## config.mk

```make
export PLATFORM = sky130hd
export DESIGN_NAME = afc_decide
export DESIGN_NICKNAME = d
export VERILOG_FILES = /design/src/sv/afc_pkg.sv /design/src/sv/afc_decide.sv
export SDC_FILE = /design/constraint.sdc
export NUM_CORES = 1
export LEC_CHECK = 0
export ABC_AREA = 1
export BUFFER_PORTS_ARGS = -buffer_cell sky130_fd_sc_hd__buf_4
export CORE_ASPECT_RATIO = 1.4
export CORE_MARGIN = 1
export CORE_UTILIZATION = 35
export DETAILED_ROUTE_END_ITERATION = 8
export SLEW_MARGIN = 15
export SYNTH_ARGS = -nofsm -noshare
export SYNTH_HDL_FRONTEND = slang
export SYNTH_SLANG_ARGS = --single-unit
export TNS_END_PERCENT = 20
```

## constraint.sdc

```tcl
create_clock -name aclk -period 2.2 [get_ports aclk]
set_input_delay 0.11 -clock aclk [delete_from_list [all_inputs] [get_ports aclk]]
set_output_delay 0.11 -clock aclk [all_outputs]
set_load 0.05 [all_outputs]
```

## src/sv/afc_pkg.sv

```systemverilog
// afc_pkg: shared widths, register codes and types for the box/frustum classifier
// no dependencies; used by every module of the block

package afc_pkg;

    // field widths
    localparam int COORD_W    = 16;
    localparam int TAG_W      = 16;
    localparam int COEF_W     = 16;
    localparam int MARGIN_W   = 16;
    localparam int CFG_DATA_W = 4 * COEF_W;
    localparam int CFG_IDX_W  = 3;

    // plane count and pipeline depth
    localparam int NUM_PLANES = 6;
    localparam int PIPE_DEPTH = 4;
    localparam int CNT_W      = $clog2(PIPE_DEPTH + 1);

    // pipeline stage numbers
    localparam int ST_PREP = 0;
    localparam int ST_PROD = 1;
    localparam int ST_SUM  = 2;
    localparam int ST_OUT  = 3;

    // internal arithmetic widths
    localparam int SUM_W   = COORD_W + 1;          // doubled center / extent
    localparam int PROD_W  = COEF_W + SUM_W + 2;   // |a| takes two extra bits
    localparam int DIST_W  = PROD_W + 2;           // four-term sum
    localparam int CMP_W   = DIST_W + 2;           // sum plus or minus margin
    localparam int D_SHIFT = 15;                   // d from 4 to 19 fraction bits

    // register indexes
    localparam logic [CFG_IDX_W-1:0] REG_PLANE_LEFT   = 3'd0;
    localparam logic [CFG_IDX_W-1:0] REG_PLANE_RIGHT  = 3'd1;
    localparam logic [CFG_IDX_W-1:0] REG_PLANE_BOTTOM = 3'd2;
    localparam logic [CFG_IDX_W-1:0] REG_PLANE_TOP    = 3'd3;
    localparam logic [CFG_IDX_W-1:0] REG_PLANE_NEAR   = 3'd4;
    localparam logic [CFG_IDX_W-1:0] REG_PLANE_FAR    = 3'd5;
    localparam logic [CFG_IDX_W-1:0] REG_CULL_MARGIN  = 3'd6;

    localparam logic [MARGIN_W-1:0] MARGIN_RESET = 16'd2621;

    typedef logic [CFG_DATA_W-1:0] plane_t;
    typedef logic signed [DIST_W-1:0] dist_t;

    typedef struct packed {
        logic signed [SUM_W-1:0] x;
        logic signed [SUM_W-1:0] y;
        logic signed [SUM_W-1:0] z;
    } vec_t;

    // load strobes for the two plane stages
    typedef struct packed {
        logic load_prod;
        logic load_sum;
    } plane_ctl_t;

    // sign-extend a coordinate by one bit
    function automatic logic [SUM_W-1:0] sext_coord(input logic [COORD_W-1:0] v);
        sext_coord = {v[COORD_W-1], v};
    endfunction

endpackage

```

## src/sv/afc_decide.sv

```systemverilog
// afc_decide: last stage, margin tests against all planes and the two flags
// depends on afc_pkg

module afc_decide (
    input  logic                         aclk,
    input  logic                         load,
    input  afc_pkg::dist_t               pdist [afc_pkg::NUM_PLANES],
    input  afc_pkg::dist_t               rad   [afc_pkg::NUM_PLANES],
    input  logic [afc_pkg::MARGIN_W-1:0] margin,
    output logic                         visible,
    output logic                         fully_inside
);

    localparam int MW = afc_pkg::CMP_W;

    logic signed [MW-1:0]             margin_ext;
    logic [afc_pkg::NUM_PLANES-1:0]   beyond;
    logic [afc_pkg::NUM_PLANES-1:0]   clear;
    logic                             visible_reg, inside_reg;

    assign margin_ext = $signed(MW'(margin));

    // beyond: dist + rad < -margin; clear: dist - rad >= margin
    always_comb begin
        logic signed [MW-1:0] lo;
        logic signed [MW-1:0] hi;
        for (int i = 0; i < afc_pkg::NUM_PLANES; i++) begin
            lo        = MW'(pdist[i]) + MW'(rad[i]) + margin_ext;
            hi        = MW'(pdist[i]) - MW'(rad[i]) - margin_ext;
            beyond[i] = lo[MW-1];
            clear[i]  = !hi[MW-1];
        end
    end

    always_ff @(posedge aclk) begin
        if (load) begin
            visible_reg <= ~|beyond;
            inside_reg  <= &clear;
        end
    end

    assign visible      = visible_reg;
    assign fully_inside = inside_reg;

endmodule

```

==> implementation parameters <==
Parameter                              Value

Status
  Run status    finished, violations left
  Violations in the final reports    negative setup slack

Clocking
  TritonCTS sink count    2
  Number of H-tree levels    1
  Clock-pin slew on the worst setup and hold paths    30 ps
  Bufs on Longest Clock Path    2
  CTS tree    built
  Quantity of hold-fixing buffers added after cts    0
  Num CTS Buffers    3
  Root Driver    sky130_fd_sc_hd__clkbuf_16

Place
  Final RePlAce weighted congestion    0.899
  Detailed placement HPWL    55.7 mm
  Buffers on Ports    463
  Post-Place Setup Slack    -560 ps

Setup path
  Most common cell type on the critical path    sky130_fd_sc_hd__nand2_1
  Category of cells accounting for the largest share of critical-path delay    simple AND/OR/NAND/NOR gates
  List of cells traversed by the critical path    buf_8, clkinvlp_4, buf_6, fa_1, inv_2, ha_4, nand2_2, nor2_2, nand2_1, nor2_1, nand2_1, nor2_1, nor2_1, nand2_1, nand2_1, nand2_2, nor2_2, nand2_2, nor2_2
  Capturing element type of the critical path    register
  Worst path buffer plus inverter count    4
  Largest stage delay on the critical path    520 ps
  Worst Path Max Fanout    3
  Endpoint required time on the critical path    2170 ps
  WP data arrival    2340 ps
  Critical Path Source Type    primary input
  Critical path class    in2reg
  Worst path slowest cell    sky130_fd_sc_hd__fa_1

Global route
  Wire length of the first global-routing pass    89.8 mm
  Vias in the first global route    18000
  Congestion Overflow GR    0
  Total Routing Usage GR    20.6%
  Pin count of the biggest net entering global routing    8
  Initial antenna violation count    26

Timing
  Worst setup slack after layout    -168 ps
  Final worst path period need    2370 ps
  RSZ-0062 raised after global routing    yes
  Hold Violations, Final    0
  Number of endpoints failing setup at the final stage    2
  Least-Margin Pin Slew    430 ps
  Max Freq    0.422 GHz
  Worst hold slack after final layout    121 ps
  Rel. slew slack    71.3%
  Setup tns final    -319 ps
  Period utilisation layout    108%
  Max Transition Viols Final    0

Drt
  Count of nets left with antenna violations after detail routing    0
  Average wire length per cell after detail routing    14.8 um
  Via count    17700
  Initial DRC Count    409
  DRC violations left    0
  Via count normalized by instance count    4.43
  Final WL    59.1 mm
  First-pass iteration count of the detailed router    6

Die
  Core area    0.0551 mm2
  Starting Density    35.4%
  Chip width    202 um
  Num rows    102
  Top-Level Pins    464
  Overall die area    0.0567 mm2
  DIE HEIGHT    281 um

Cells and area
  Share of final-layout standard cells stronger than drive strength 1    24.0%
  Synth-to-Final Area Change    33.3%
  Final Util    47.2%
  Final layout net count    4580

Synth
  Flip-flop and latch count after synthesis    2
  Proportion of synthesized chip area in sequential cells    0.308%
  Synth warnings    0
  Post-synth net total    3931
  Number of distinct library cells after synthesis    31
  Proportion of register bits with asynchronous set or reset after synthesis    0%
  Share of the synthesized area in the top cell type    45.3%
  Count of mapped cells out of synthesis    2588
  Post-synthesis average cell area    7.54 um2
  Count leader, synth    sky130_fd_sc_hd__ha_1
  Synth Flop Type    sky130_fd_sc_hd__edfxtp_1
  Post-synth EDFFs    2
  Most used standard cells in the synthesized netlist    sky130_fd_sc_hd__ha_1 (707), sky130_fd_sc_hd__inv_1 (691), sky130_fd_sc_hd__nand2_1 (474), sky130_fd_sc_hd__a21oi_1 (187), sky130_fd_sc_hd__fa_1 (174)
  Yosys top cell by area    sky130_fd_sc_hd__ha_1
  Top cells by area, synth    sky130_fd_sc_hd__ha_1 (45%), sky130_fd_sc_hd__fa_1 (18%), sky130_fd_sc_hd__inv_1 (13%)
  Synth Cell Area    0.0195 mm2

Pwr
  Largest voltage drop on the vdd net    155 uV
  Overall Power    6.25 mW
  Cell area power density    240 mW/mm2
  Leakage dissipation    15.5 nW

Flow run
  # Max-Cap Violations    0

Min path
  Worst hold path class    in2reg
cell families after synthesis:
logic type	Yosys count	share of synthesized area (%)
flip-flops	2	0.308
AO/OA/AOI/OAI	283	7.89
AND/OR/NAND/NOR	725	15.2
buffers and inverters	697	13.4
adder cells (fa/ha/maj)	881	63.2
area by class of cell:
cell class,instances,area (um2)
Tap cell,728,911
Multi-Input combinational cell,1889,17300
Sequential cell,2,60.1
Antenna cell,22,55.1
Fill cell,5771,29100
Clock buffer,3,75.1
Timing Repair Buffer,644,5010
Inverter,697,2640
metal layers:
metal  track usage (%)  vias up  share of wire (%)
met5                 0        -               0.14
met4              7.91       14                3.8
met3              4.83       90                6.0
met2              40.1      339                 53
met1              21.0     7893                 37
li1                  -     9327                  -
final timing paths:
check	slack (ps)	startpoint	to	cells after the start
worst min-delay path	120	load	visible	1
worst max-delay path	-170	margin[14]	fully_inside	19
report_power, final:
group | switching, mW | internal (mW) | total (mW)
logic | 3.17 | 2.76 | 5.93
clock network | 0.0387 | 0.231 | 0.270
registers | 0.00274 | 0.0453 | 0.0480
total | 3.21 | 3.04 | 6.25
what timing repair did:
item	CTS	global route
endpoints found under the setup margin	2	2
pin swaps	18	73
gates resized for setup	24	104
cloned	0	0
setup buffers	4	5
layout by cell type (no fill, tap or decap), drive strengths merged:
master	count
nand2	475
nand3b	2
nand3	49
a21oi	188
o21a	13
a21o	18
edfxtp	2
nor4	2
o21bai	10
and3	1
inv	690
nor3b	2
fa	174
nand4	24
nor2	148
ha	707
nor3	16
o211ai	2
diode	22
o21ai	49
buf	644
a22oi	3
and2	5
clkbuf	3
nor2b	1
clkinvlp	7
metrics by stage:
stage          std cells  cell area (um2)
2_1_floorplan       2588            19500
3_3_place_gp        3951            25300
3_5_place_dp        3951            25300
4_1_cts             3958            25500
5_1_grt             3980            26000
6_report            3985            26000
No activity file was read; power rests on OpenSTA's default activity.
