==> src/sv/afc_pkg.sv <==
// afc_pkg: shared widths, register codes and types for the box/frustum classifier
// no dependencies; used by every module of the block

package afc_pkg;

    // field widths
    localparam int COORD_W    = 16;
    localparam int TAG_W      = 16;
    localparam int COEF_W     = 16;
    localparam int MARGIN_W   = 16;
    localparam int CFG_DATA_W = 4 * COEF_W;
    localparam int CFG_IDX_W  = 3;

    // plane count and pipeline depth
    localparam int NUM_PLANES = 6;
    localparam int PIPE_DEPTH = 4;
    localparam int CNT_W      = $clog2(PIPE_DEPTH + 1);

    // pipeline stage numbers
    localparam int ST_PREP = 0;
    localparam int ST_PROD = 1;
    localparam int ST_SUM  = 2;
    localparam int ST_OUT  = 3;

    // internal arithmetic widths
    localparam int SUM_W   = COORD_W + 1;          // doubled center / extent
    localparam int PROD_W  = COEF_W + SUM_W + 2;   // |a| takes two extra bits
    localparam int DIST_W  = PROD_W + 2;           // four-term sum
    localparam int CMP_W   = DIST_W + 2;           // sum plus or minus margin
    localparam int D_SHIFT = 15;                   // d from 4 to 19 fraction bits

    // register indexes
    localparam logic [CFG_IDX_W-1:0] REG_PLANE_LEFT   = 3'd0;
    localparam logic [CFG_IDX_W-1:0] REG_PLANE_RIGHT  = 3'd1;
    localparam logic [CFG_IDX_W-1:0] REG_PLANE_BOTTOM = 3'd2;
    localparam logic [CFG_IDX_W-1:0] REG_PLANE_TOP    = 3'd3;
    localparam logic [CFG_IDX_W-1:0] REG_PLANE_NEAR   = 3'd4;
    localparam logic [CFG_IDX_W-1:0] REG_PLANE_FAR    = 3'd5;
    localparam logic [CFG_IDX_W-1:0] REG_CULL_MARGIN  = 3'd6;

    localparam logic [MARGIN_W-1:0] MARGIN_RESET = 16'd2621;

    typedef logic [CFG_DATA_W-1:0] plane_t;
    typedef logic signed [DIST_W-1:0] dist_t;

    typedef struct packed {
        logic signed [SUM_W-1:0] x;
        logic signed [SUM_W-1:0] y;
        logic signed [SUM_W-1:0] z;
    } vec_t;

    // load strobes for the two plane stages
    typedef struct packed {
        logic load_prod;
        logic load_sum;
    } plane_ctl_t;

    // sign-extend a coordinate by one bit
    function automatic logic [SUM_W-1:0] sext_coord(input logic [COORD_W-1:0] v);
        sext_coord = {v[COORD_W-1], v};
    endfunction

endpackage

==> src/sv/afc_prep.sv <==
// afc_prep: first stage, doubled center and doubled extent of the box
// depends on afc_pkg

module afc_prep (
    input  logic                        aclk,
    input  logic                        load,
    input  logic [afc_pkg::COORD_W-1:0] min_x,
    input  logic [afc_pkg::COORD_W-1:0] min_y,
    input  logic [afc_pkg::COORD_W-1:0] min_z,
    input  logic [afc_pkg::COORD_W-1:0] max_x,
    input  logic [afc_pkg::COORD_W-1:0] max_y,
    input  logic [afc_pkg::COORD_W-1:0] max_z,
    output afc_pkg::vec_t               cen,
    output afc_pkg::vec_t               ext
);

    afc_pkg::vec_t cen_reg;
    afc_pkg::vec_t ext_reg;

    // center = min + max, extent = max - min, both at 5 fraction bits
    always_ff @(posedge aclk) begin
        if (load) begin
            cen_reg.x <= afc_pkg::sext_coord(min_x) + afc_pkg::sext_coord(max_x);
            cen_reg.y <= afc_pkg::sext_coord(min_y) + afc_pkg::sext_coord(max_y);
            cen_reg.z <= afc_pkg::sext_coord(min_z) + afc_pkg::sext_coord(max_z);
            ext_reg.x <= afc_pkg::sext_coord(max_x) - afc_pkg::sext_coord(min_x);
            ext_reg.y <= afc_pkg::sext_coord(max_y) - afc_pkg::sext_coord(min_y);
            ext_reg.z <= afc_pkg::sext_coord(max_z) - afc_pkg::sext_coord(min_z);
        end
    end

    assign cen = cen_reg;
    assign ext = ext_reg;

endmodule

==> config.mk <==
export PLATFORM = sky130hd
export DESIGN_NAME = afc_prep
export DESIGN_NICKNAME = d
export VERILOG_FILES = /design/src/sv/afc_pkg.sv /design/src/sv/afc_prep.sv
export SDC_FILE = /design/constraint.sdc
export NUM_CORES = 1
export LEC_CHECK = 0
export BUFFER_PORTS_ARGS = -buffer_cell sky130_fd_sc_hd__buf_2
export CORE_UTILIZATION = 59
export DETAILED_ROUTE_END_ITERATION = 16
export GPL_TIMING_DRIVEN = 0
export PLACE_DENSITY_LB_ADDON = 0.1
export RECOVER_POWER = 100
export SLEW_MARGIN = 20
export SYNTH_ARGS = -nofsm -noshare
export SYNTH_HDL_FRONTEND = slang
export SYNTH_SLANG_ARGS = --single-unit
==> constraint.sdc <==
create_clock -name aclk -period 5.2 [get_ports aclk]
set_clock_uncertainty 0.05 [all_clocks]
set_input_delay 0.26 -clock aclk [delete_from_list [all_inputs] [get_ports aclk]]
set_output_delay 0.26 -clock aclk [all_outputs]
set_load 0.005 [all_outputs]
==> impl_metrics.tcl, run 1 <==
set metrics [dict create \
    slowest_delay_ps 590 \
    grt_setup_unrepaired "false" \
    max_freq_mhz 393 \
    place_congestion 0.904 \
    die-height_um 118 \
    syn_avg_cell_area_um2 9.71 \
    htree_levels 3 \
    drt_iter0_drc 444 \
    path_cells "clkbuf_1 > ha_1 > fa_1 > nor2b_1 > o211ai_1 > a21oi_1 > a311oi_1 > a21oi_1 > xnor2_1" \
    antenna_cells 0 \
    core_um2 13200 \
    ys_seq_area_share_pct 37.4 \
    final_core_util_pct 70.9 \
    maxCapViolations 1 \
    numCtsBuffers 9 \
    slowest_stage "a311oi_1" \
    boundaryPins 200 \
    crit_family "compound AO/OA/AOI/OAI gates" \
    tightest_slew_ps 2010 \
    vias 6721 \
    muxShareOfSynthArea_pct 0.252 \
    path_clk_slew_ps 70 \
    final_cell_mix "buf_2, edfxtp_1, ha_1" \
    synth_seq_cells 99 \
    violations "capacitance limit, slew limit" \
    layout_commonest_cell "buf_2" \
    grt_max_degree 68 \
    die_area_um2 13900 \
    p_leak_nw 4.08 \
    track_usage_pct 26.1 \
    worstPathRequired_ps 5240 \
    status "finished with violations" \
    synth_top_family_by_area "compound AO/OA/AOI/OAI gates" \
    cts_setup_buffers 0 \
    cts_tree "done" \
    antenna_found_initial 0 \
    grt.overflow.total 0 \
    cp_max_fo 3 \
    fin_nets 1230 \
    slew_viol_final 33 \
    clock-root-buffer "clkbuf_16" \
    crit_type "input pin to flip-flop" \
    synth_flop_cell "edfxtp_1" \
    drc_errors 0 \
    ir_drop_mv 0.154 \
    cp_num_buf_inv 1 \
    crit_path_start_kind "input pin" \
    rows 42 \
    synth_fa_ha_area_share_pct 16.6 \
    tns_ps 0 \
    setup_viol 0 \
    grt_first_pass_wirelength_mm 29.1 \
    cts.repair.resized 0 \
    final_hold_viol_count 0 \
    hold_buffers 0 \
    netlist_instances 819 \
    via_per_inst 5.55 \
    syn-num-nets 1019 \
    numClockSinks 99 \
    largest_register_ffs 50 \
    synth_edf_count 99 \
    crit_arrival_ps 2580 \
    dp_hpwl_mm 14.0 \
    critPathCaptureType "flip-flop" \
    fin_crit_sh_pct 48.9 \
    routedWlPerCell_um 14.6 \
    antenna_left 0 \
    min_path_cells 2 \
    portBuffers 199 \
    synth-compound-area-share_pct 19.7 \
    hold_path_class "input pin to flip-flop" \
    grt_pass1_vias 6352 \
    drt_pre_antenna_iters 6 \
    cts_max_path_buffers 2 \
    slew_headroom_pct -33.8 \
    start_util_pct 60.3 \
    fin_crit_ps 2540 \
    synth-xor-area-share_pct 7.38 \
    crit_cells 9 \
    total_power_mw 2.55 \
    ys_warn_count 0 \
    area_growth_syn_to_layout_pct 17.6 \
    routed_wl_mm 17.7 \
    critPathMostFrequentCell "a21oi_1" \
    ys_async_sr_fraction_pct 0 \
    synth_area_um2 7950 \
    die_width_um 118 \
    synthDistinctLibCells 72 \
    drive_gt1_share_pct 17.5 \
    power_density_nw_per_um2 272 \
    synth-simple-area-share_pct 11.9 \
]
-- routing by layer --
| layer | routed length, um | part of all wire (%) | global-route usage, % | up-vias |
|---|---|---|---|---|
| li1 | - | - | - | 3349 |
| met1 | 7570 | 43 | 32.4 | 3094 |
| met2 | 8680 | 49 | 44.4 | 238 |
| met3 | 883 | 5.0 | 4.07 | 40 |
| met4 | 559 | 3.2 | 12.4 | 0 |
| met5 | 0 | 0 | 0 | - |
-- logic make-up (layout without fill, tap and decap cells) --
group | after synthesis | in the layout
fa+ha+maj | 102 | 102
compound gates | 230 | 230
mux | 2 | 2
simple gates | 190 | 190
xor+xnor | 67 | 67
flops | 99 | 99
buf+inv | 129 | 344
-- layout make-up --
| class | instances | area, um^2 |
|---|---|---|
| fill | 1120 | 3840 |
| sequential | 99 | 2970 |
| tap | 176 | 220 |
| clock buffer | 9 | 225 |
| clock inverter | 6 | 66.3 |
| inverter | 92 | 345 |
| buffer | 37 | 185 |
| timing repair buffer | 200 | 945 |
| multi-input combinational | 591 | 4390 |
-- power by group --
part	internal, mW	switching, mW
Sequential	1.05	0.0359
Clock	0.372	0.299
Combinational	0.340	0.452
Total	1.76	0.787
-- stage by stage --
stage / cells / setup slack, ps / cell area [um^2] / hold slack, ps
2_1_floorplan: 819 / 2940 / 7950 / 322
3_3_place_gp: 1194 / 2490 / 9170 / 600
3_5_place_dp: 1195 / 2490 / 9200 / 601
4_1_cts: 1210 / 2860 / 9490 / 249
5_1_grt: 1210 / 2480 / 9350 / 259
6_report: 1210 / 2660 / 9350 / 261
-- synthesized netlist by cell type, types with 7 or more instances --
cell type / count / share of area (%)
nand2_1: 26 / 1.2
nand2b_1: 20 / 1.6
nor4_1: 8 / 0.63
a31oi_1: 7 / 0.55
o21ai_0: 30 / 1.9
xnor2_1: 62 / 6.8
buf_2: 13 / 0.82
a21o_1: 12 / 1.1
edfxtp_1: 99 / 37
o31ai_1: 8 / 0.76
o211ai_1: 10 / 0.94
inv_1: 89 / 4.2
nand3_1: 9 / 0.57
nor2_1: 68 / 3.2
o21bai_1: 15 / 1.4
nor3_1: 15 / 0.94
a211oi_1: 10 / 0.94
ha_1: 96 / 15
nor2b_1: 15 / 1.2
a21oi_1: 77 / 4.8
clkbuf_1: 15 / 0.71
-- worst paths after layout --
kind	end	slack, ps	start
setup / recovery	cen[48]	2660	min_x[0]
hold / removal	cen[35]	260	max_x[1]
Note: power is estimated with default switching activity, not from simulation.
==> inputs of run 2 (changes only) <==
Settings changed: CORE_UTILIZATION 59 to 55.
Clock period 5.2 ns to 2.5 ns, I/O delays scaled along.
==> impl_metrics.tcl, run 2 (same netlist as run 1, synthesis figures left out) <==
set metrics [dict create \
    power_density_nw_per_um2 564 \
    boundaryPins 200 \
    grt_max_degree 76 \
    crit_path_start_kind "input pin" \
    dp_worst_setup_slack_ps -140 \
    cp_max_fo 3 \
    critPathCaptureType "flip-flop" \
    ir_drop_mv 0.282 \
    slew_viol_final 25 \
    power.internal_mw 3.65 \
    final_hold_viol_count 0 \
    final_cell_mix "buf_2, edfxtp_1, ha_1" \
    routedWlPerCell_um 14.9 \
    clock-root-buffer "clkbuf_16" \
    tightest_slew_ps 1520 \
    die_area_um2 14900 \
    violations "capacitance limit, slew limit" \
    start_util_pct 56.8 \
    drt_iter0_drc 540 \
    slew_headroom_pct -1.08 \
    vias 6673 \
    die-height_um 122 \
    cts_tree "done" \
    power.share.clock_pct 26.1 \
    place_congestion 0.918 \
    die_width_um 122 \
    drt_pre_antenna_iters 5 \
    max_freq_mhz 441 \
    htree_levels 3 \
    area_growth_syn_to_layout_pct 17.6 \
    status "finished with violations" \
    tns_ps 0 \
    layout_commonest_cell "buf_2" \
    routed_wl_mm 18.0 \
    fin_crit_ps 2270 \
    antenna_cells 0 \
    antenna_found_initial 0 \
    crit_type "input pin to flip-flop" \
    grt_setup_unrepaired "false" \
    worstPathRequired_ps 2550 \
    crit_arrival_ps 2320 \
    p_leak_nw 4.05 \
    grt_pass1_vias 6044 \
    setup_viol 0 \
    place_inst 1199 \
    core_um2 14000 \
    dp_hpwl_mm 14.2 \
    fin_nets 1230 \
    seq_power_share_pct 42.5 \
    final_core_util_pct 66.9 \
    drc_errors 0 \
    numClockSinks 99 \
    wl_met3_um 920 \
    rows 43 \
    hold_path_class "input pin to flip-flop" \
    via_per_inst 5.50 \
    fin_ws_ps 230 \
    cts_max_path_buffers 2 \
    p_sw_mw 1.63 \
    path_clk_slew_ps 70 \
    numCtsBuffers 9 \
    top_layer "met4" \
    grt_first_pass_wirelength_mm 28.4 \
    wl_met2_mm 8.55 \
    largest_register_ffs 50 \
    fin_crit_sh_pct 90.8 \
    maxCapViolations 1 \
    drive_gt1_share_pct 16.5 \
    pwr-share-comb_pct 31.4 \
    grt.overflow.total 0 \
    hold_buffers 0 \
    wl_met1_mm 8.16 \
    antenna_left 0 \
    portBuffers 199 \
    track_usage_pct 24.3 \
    fin_cells 1214 \
    swShare_pct 30.8 \
    min_path_cells 2 \
]
## run 2: critical path: stages
cell	delay (ps)
clkbuf_1	90
ha_1	240
fa_1	410
nor2b_1	170
o211ai_1	260
a211oi_1	160
o41ai_1	490
a31oi_1	150
a41o_1	220
## run 2: layout make-up
class                      count  area [um^2]
tap                          180          225
timing repair buffer         200          932
clock buffer                  10          229
sequential                    99         2970
multi-input combinational    591         4410
buffer                        37          184
inverter                      92          345
fill                        1221         4640
clock inverter                 5         52.6
## run 2: final timing paths
path      from      end
min   max_z[1]   cen[1]
max   min_z[0]  cen[14]
## run 2: power groups by stage
stage | Clock (mW) | Sequential, mW | Combinational (mW)
after CTS | 1.40 | 2.24 | 1.72
after global routing | 1.45 | 2.27 | 1.86
after detailed placement | 0 | 2.28 | 1.70
after global placement | 0 | 2.27 | 1.67
final | 1.38 | 2.24 | 1.66
after floorplan | 0 | 2.32 | 1.02
## run 2: through the flow
step / hold WS, ps / total power, mW / cell area [um^2]
after CTS: 86.8 / 5.35 / 9490
after floorplan: 187 / 3.34 / 7950
after global routing: 127 / 5.57 / 9350
after global placement: 464 / 3.94 / 9170
final: 128 / 5.27 / 9350
after detailed placement: 453 / 3.98 / 9210
## run 2: timing repair
item,4_1_cts,5_1_grt
buffers inserted,0,0
gates resized for setup,0,1
endpoints found under the setup margin,0,1
## run 2: per-layer routing
layer / vias to the layer above / track usage, %
met3: 30 / 2.88
li1: 3346 / -
met1: 3088 / 32.5
met2: 209 / 40.5
met5: - / 0
met4: 0 / 8.99
